===== src/sv/slri_pkg.sv =====
// Package for the sorted list: capacity, codes and beat payload types.
`default_nettype none
package slri_pkg;

   localparam int CAPACITY = 16;
   localparam int COUNT_W  = $clog2(CAPACITY + 1);
   localparam int VALUE_W  = 32;

   typedef enum logic {
      MODE_INSERT = 1'b0,
      MODE_REMOVE = 1'b1
   } mode_type;

   typedef enum logic [1:0] {
      STATUS_DONE      = 2'd0,
      STATUS_FULL      = 2'd1,
      STATUS_NOT_FOUND = 2'd2
   } status_type;

   typedef struct packed {
      mode_type                    mode;
      logic signed [VALUE_W-1:0]   value;
   } req_type;

   typedef struct packed {
      status_type                  status;
      logic [4:0]                  entry_count;
      logic signed [VALUE_W-1:0]   smallest_value;
   } rsp_type;

   // Broadcast from the top level to every cell for one operation.
   typedef struct packed {
      logic                        insert_en;
      logic                        remove_en;
      logic signed [VALUE_W-1:0]   value;
   } cell_cmd_type;

endpackage
`default_nettype wire


===== src/sv/slri_cell.sv =====
// One storage cell of the sorted chain: compare against the key, keep or shift.
`default_nettype none
module slri_cell (
   input  wire logic                                   clock,
   input  wire logic                                   occupied,
   input  wire slri_pkg::cell_cmd_type                 cmd,
   input  wire logic                                   left_le,
   input  wire logic signed [slri_pkg::VALUE_W-1:0]    left_entry,
   input  wire logic signed [slri_pkg::VALUE_W-1:0]    right_entry,
   output logic                                        le,
   output logic                                        eq,
   output logic signed [slri_pkg::VALUE_W-1:0]         entry_ff,
   output logic signed [slri_pkg::VALUE_W-1:0]         entry_in
);

   logic lt;

   always_comb begin
      le = occupied && (entry_ff <= cmd.value);
      lt = occupied && (entry_ff < cmd.value);
      eq = occupied && (entry_ff == cmd.value);
   end

   // Insert: cells past the slot take the left neighbor, the slot takes the key.
   // Remove: cells from the first match onward take the right neighbor.
   always_comb begin
      entry_in = entry_ff;
      if (cmd.insert_en && !le) begin
         entry_in = left_le ? cmd.value : left_entry;
      end else if (cmd.remove_en && !lt) begin
         entry_in = right_entry;
      end
   end

   always_ff @(posedge clock) begin
      entry_ff <= entry_in;
   end

endmodule
`default_nettype wire


===== src/sv/sorted_list_insert_remove.sv =====
// Top level of the sorted list engine: cell chain, entry count and response register.
`default_nettype none
// Sorted list engine. Holds up to slri_pkg::CAPACITY signed 32-bit values in
// ascending order in a chain of cells. Each request beat is an insert (placed
// after every equal or smaller entry, so equal values keep arrival order) or a
// remove (deletes the first equal entry). Every request gives exactly one
// response beat: status (done, full, not found), the entry count after the
// operation and the smallest stored value (zero when empty). Throughput is one
// beat per cycle: every cell compares against the key and shifts toward its
// neighbor in the same cycle, so the whole table updates at once. The response
// appears in the cycle after the request is taken, from an output register; a
// new request is taken while the response register is empty or being drained.
// A refused insert or remove leaves the table unchanged. No clearing pass is
// needed after reset; only the entry count and response valid are reset.
module sorted_list_insert_remove (
   input  wire logic                 clock,
   input  wire logic                 reset,
   input  wire logic                 req_valid,
   output logic                      req_stall,
   input  wire slri_pkg::req_type    req_payload,
   output logic                      rsp_valid,
   input  wire logic                 rsp_stall,
   output slri_pkg::rsp_type         rsp_payload
);

   localparam int N = slri_pkg::CAPACITY;

   logic                                   accept;
   logic                                   full;
   logic                                   found;
   slri_pkg::cell_cmd_type                 cmd;
   logic [N-1:0]                           occupied;
   logic [N-1:0]                           le;
   logic [N-1:0]                           eq;
   logic signed [slri_pkg::VALUE_W-1:0]    entry_q [N];
   logic signed [slri_pkg::VALUE_W-1:0]    entry_next [N];

   logic [slri_pkg::COUNT_W-1:0]           count_ff;
   logic [slri_pkg::COUNT_W-1:0]           count_in;
   logic                                   rsp_valid_ff;
   logic                                   rsp_valid_in;
   slri_pkg::rsp_type                      rsp_payload_ff;
   slri_pkg::rsp_type                      rsp_payload_in;

   // Take a beat whenever the response register is free or draining.
   assign req_stall = rsp_valid_ff && rsp_stall;
   assign accept    = req_valid && !req_stall;

   assign full  = (count_ff == slri_pkg::COUNT_W'(N));
   assign found = |eq;

   always_comb begin
      cmd.value     = req_payload.value;
      cmd.insert_en = accept && (req_payload.mode == slri_pkg::MODE_INSERT) && !full;
      cmd.remove_en = accept && (req_payload.mode == slri_pkg::MODE_REMOVE) && found;
   end

   // Chain of cells; cell 0 sees an always-true left compare, the last cell
   // shifts in the key (lands in a slot that is no longer occupied).
   for (genvar i = 0; i < N; i++) begin : g_cell
      assign occupied[i] = (slri_pkg::COUNT_W'(i) < count_ff);

      if (i == 0) begin : g_first
         if (N > 1) begin : g_more
            slri_cell u_cell (
               .clock       (clock),
               .occupied    (occupied[i]),
               .cmd         (cmd),
               .left_le     (1'b1),
               .left_entry  (req_payload.value),
               .right_entry (entry_q[i+1]),
               .le          (le[i]),
               .eq          (eq[i]),
               .entry_ff    (entry_q[i]),
               .entry_in    (entry_next[i])
            );
         end else begin : g_only
            slri_cell u_cell (
               .clock       (clock),
               .occupied    (occupied[i]),
               .cmd         (cmd),
               .left_le     (1'b1),
               .left_entry  (req_payload.value),
               .right_entry (req_payload.value),
               .le          (le[i]),
               .eq          (eq[i]),
               .entry_ff    (entry_q[i]),
               .entry_in    (entry_next[i])
            );
         end
      end else if (i == N - 1) begin : g_last
         slri_cell u_cell (
            .clock       (clock),
            .occupied    (occupied[i]),
            .cmd         (cmd),
            .left_le     (le[i-1]),
            .left_entry  (entry_q[i-1]),
            .right_entry (req_payload.value),
            .le          (le[i]),
            .eq          (eq[i]),
            .entry_ff    (entry_q[i]),
            .entry_in    (entry_next[i])
         );
      end else begin : g_mid
         slri_cell u_cell (
            .clock       (clock),
            .occupied    (occupied[i]),
            .cmd         (cmd),
            .left_le     (le[i-1]),
            .left_entry  (entry_q[i-1]),
            .right_entry (entry_q[i+1]),
            .le          (le[i]),
            .eq          (eq[i]),
            .entry_ff    (entry_q[i]),
            .entry_in    (entry_next[i])
         );
      end
   end

   // Count and response for the beat being taken.
   always_comb begin
      count_in       = count_ff;
      rsp_valid_in   = rsp_valid_ff && rsp_stall;
      rsp_payload_in = rsp_payload_ff;
      if (cmd.insert_en) begin
         count_in = count_ff + slri_pkg::COUNT_W'(1);
      end else if (cmd.remove_en) begin
         count_in = count_ff - slri_pkg::COUNT_W'(1);
      end
      if (accept) begin
         rsp_valid_in = 1'b1;
         if (req_payload.mode == slri_pkg::MODE_INSERT) begin
            rsp_payload_in.status = full ? slri_pkg::STATUS_FULL : slri_pkg::STATUS_DONE;
         end else begin
            rsp_payload_in.status = found ? slri_pkg::STATUS_DONE
                                          : slri_pkg::STATUS_NOT_FOUND;
         end
         rsp_payload_in.entry_count    = 5'(count_in);
         rsp_payload_in.smallest_value = (count_in == '0) ? '0 : entry_next[0];
      end
   end

   always_ff @(posedge clock) begin
      if (reset) begin
         count_ff     <= '0;
         rsp_valid_ff <= 1'b0;
      end else begin
         count_ff     <= count_in;
         rsp_valid_ff <= rsp_valid_in;
      end
      rsp_payload_ff <= rsp_payload_in;
   end

   assign rsp_valid   = rsp_valid_ff;
   assign rsp_payload = rsp_payload_ff;

endmodule
`default_nettype wire

===== config.mk =====
export PLATFORM = sky130hd
export DESIGN_NAME = sorted_list_insert_remove
export DESIGN_NICKNAME = d
export VERILOG_FILES = /design/src/sv/slri_pkg.sv /design/src/sv/slri_cell.sv /design/src/sv/sorted_list_insert_remove.sv
export SDC_FILE = /design/constraint.sdc
export NUM_CORES = 2
export LEC_CHECK = 0
export BUFFER_PORTS_ARGS = -buffer_cell sky130_fd_sc_hd__buf_2
export CAP_MARGIN = 20
export CORE_MARGIN = 2
export CORE_UTILIZATION = 60
export DETAILED_ROUTE_END_ITERATION = 7
export HOLD_SLACK_MARGIN = 0.02
export PLACE_DENSITY = 0.76
export SLEW_MARGIN = 20
export SYNTH_ARGS = -nofsm -noshare
export SYNTH_HDL_FRONTEND = slang
export SYNTH_SLANG_ARGS = --single-unit

===== constraint.sdc =====
create_clock -name clock -period 10.1 [get_ports clock]
set_input_delay 0 -clock clock [delete_from_list [all_inputs] [get_ports clock]]
set_output_delay 0 -clock clock [all_outputs]
set_load 0.02 [all_outputs]

==> impl_metrics.toml <==
[synthesis]
synth_top_area_share_pct = 38.2
yosysUniqueCellTypes = 78
syn_avg_cell_area_um2 = 11.3
ys_top_cells_by_count = "519 x edfxtp_1, 516 x ha_1, 449 x mux2_2"
yosysWarnings = 0
ys_ff_latch = 557
synthTopCellsByArea = "edfxtp_1 38%, ha_1 16%, mux2_2 12%"
yosys.area.top_type = "edfxtp_1"
syn_area_um2 = 40800
synth_most_common_cell = "edfxtp_1"
seq_area_frac_synth_pct = 40.1
synth_edf_count = 519
syn_nets = 4161
synth_ff_type = "edfxtp_1"
syn_inst = 3608
synth_async_sr_flop_share_pct = 0

[die]
initial_core_util_pct = 60.6
ioPinCount = 78
die-area_um2 = 70100
rows = 95
fp.dieW_um = 265
fp.coreArea_um2 = 67300
chipHeight_um = 265

[worst_setup_path]
path_cells = "dlygate4sd3_1 -> buf_2 -> inv_1 -> ha_1 -> nand4_1 -> nor4_1 -> nand3_1 -> nand4_1 -> nor4_4 -> nand2_1 -> nand3_1 -> o22ai_4 -> buf_4"
crit_buf_inv = 4
startpoint_type = "input pin"
cpLargestDelayFamily = "simple AND/OR/NAND/NOR gates"
crit_path_end_kind = "flop"
cp.arrival_ps = 5910
worstSetupPathType = "in2reg"
slowest_delay_ps = 840
slowest_stage = "o22ai_4"
crit_fanout = 18
required_ps = 10400

[timing]
finalHoldViolations = 0
slew_headroom_pct = 20.8
finalSetupTns_ps = 0
fin_worst_skew_ps = 29.4
slew_violations = 0
setup_violations = 0
fmax_ghz = 0.178
fin_crit_ps = 5610
period_share_pct = 55.5
grt_setup_unrepaired = "no"
tightest_slew_ps = 1180

[final_layout]
post-route-util_pct = 66.3
syn2layout_area_growth_pct = 9.46
final_layout_size_suffix_gt1_share_pct = 20.0
stdcell_count = 4562
fin_nets = 4192

[cts]
clock-sinks = 557
htree_num_levels = 2
cts.clk_slew.worst_paths_ps = 60
post-cts-setup-buffer-count = 0
numCtsBuffers = 61
clock_path_buffers = 3
clk_root_buffer_cell = "clkbuf_16"
clk-insertion-delay-late_ps = 650
tritoncts = "done"

[placed_design]
dp_cells = 4410
dpl.hpwl_mm = 86.9
place_congestion = 0.964
portBuffers = 77

[routing]
wire_per_inst_um = 26.0
wl_mm = 119
vias_per_cell = 6.84
first_iter_violations = 2904
drc_errors = 0
drt-pass1-iter-count = 6
vias = 31200
antenna_left = 0

[global_routing]
grt_pass1_vias = 31200
track_usage_pct = 33.4
overflow = 0
grt_max_degree = 139
grt_pass1_wl_mm = 183
antenna_found_initial = 2

[flow_run]
drv_cap = 0

[power]
power_density_nw_per_um2 = 144
vdd_drop_max_v = 0.000149
p_leak_nw = 18.0

[run_status]
status = "complete, no violations"

[min_path]
hold_class = "in2reg"
worst reg2reg max path, delay by kind of cell (launching register included):
kind,cells,cell delay [ps]
buffers and inverters,1,420
DFF,1,430
adders and majority gates,1,370
AOI/OAI and AO/OA,1,860
and+or+nand+nor,7,2730
path summary, 6_finish.rpt:
kind                                                                      start  slack, ps  depth (start not counted)                                             endpoint
worst max-delay path                                            req_payload[30]       4490                         13       g_cell[11].g_mid.u_cell.entry_ff[19]$_DFFE_PP_
worst min-delay path                                             req_payload[0]        130                          3  g_cell[0].g_first.g_more.u_cell.entry_ff[0]$_DFF_P_
worst max register to register   g_cell[14].g_mid.u_cell.entry_ff[31]$_DFFE_PP_       4940                         10       g_cell[11].g_mid.u_cell.entry_ff[19]$_DFFE_PP_
worst min register to register  g_cell[15].g_last.u_cell.entry_ff[17]$_DFFE_PP_        560                          2       g_cell[14].g_mid.u_cell.entry_ff[17]$_DFFE_PP_
timing repair:
action / 4_1_cts / 5_1_grt
setup endpoints to repair: 0 / 0
resized for setup: 0 / 0
hold buffers: 37 / 0
hold endpoints to repair: 208 / 0
layout make-up:
| type | instances | area (um2) |
|---|---|---|
| Tap cell | 873 | 1090 |
| Timing Repair Buffer | 179 | 1300 |
| Antenna cell | 2 | 5.00 |
| Multi-Input combinational cell | 2731 | 23400 |
| Clock inverter | 28 | 342 |
| Inverter | 109 | 409 |
| Sequential cell | 557 | 16300 |
| Clock buffer | 83 | 1710 |
| Fill cell | 5090 | 22600 |
per-layer routing:
layer	wire (um)	vias to the layer above	track usage, %
met2	56300	1547	56.3
met5	0	-	0
met3	9190	297	4.60
met4	5570	0	15.2
met1	47700	15200	42.9
li1	-	14200	-
per-stage QoR:
| step | cell area (um2) | total power, mW | hold WS [ps] | setup slack [ps] |
|---|---|---|---|---|
| finish | 44600 | 6.44 | 134 | 4490 |
| global route | 44600 | 6.66 | 139 | 4450 |
| CTS | 44600 | 6.43 | 76.8 | 4630 |
| detailed placement | 42200 | 4.08 | 235 | 4590 |
| global placement | 42100 | 4.04 | 229 | 4710 |
| floorplan | 40800 | 3.69 | 69.1 | 4840 |
flip-flops by register name, summed over array words and instances (netlist names):
name,flops
g_cell.g_first.g_more.u_cell.entry_ff,32
g_cell.g_last.u_cell.entry_ff,32
rsp_valid,1
count_ff,5
rsp_payload,39
g_cell.g_mid.u_cell.entry_ff,448
placed cells by master (no fill, tap or decap), types with 17 or more instances in the layout:
master and n:
edfxtp_1 519, ha_1 516, mux2_2 449, a21oi_1 261, mux2i_1 248, o21ai_0 215, a21o_1 194, nand2_1 136
nand4_1 129, inv_1 107, buf_2 77, a31oi_1 67, clkbuf_16 64, nor2_1 63, nand3_1 62, buf_4 61
dfxtp_1 38, dlygate4sd3_1 37, a311oi_1 33, nor2b_1 32, a2bb2oi_1 32, a21boi_1 30, o21a_1 29, nor4_1 17
nor3_1 17
where the power goes:
| group | leakage (nW) | switching (mW) | internal (mW) |
|---|---|---|---|
| Sequential | 5.18 | 0.124 | 2.72 |
| Clock | 1.01 | 0.973 | 1.38 |
| Combinational | 11.8 | 0.731 | 0.510 |
| Total | 18.0 | 1.83 | 4.61 |
cells by family after synthesis:
group	after synthesis	synth area share, %
flip-flops	557	40.1
AND/OR/NAND/NOR	537	6.91
XOR/XNOR	4	0.104
buffers and inverters	320	3.12
multiplexers	712	18.9
AO/OA/AOI/OAI	962	15.0
adder cells (fa/ha/maj)	516	15.8
(Power assumes the default switching activity.)
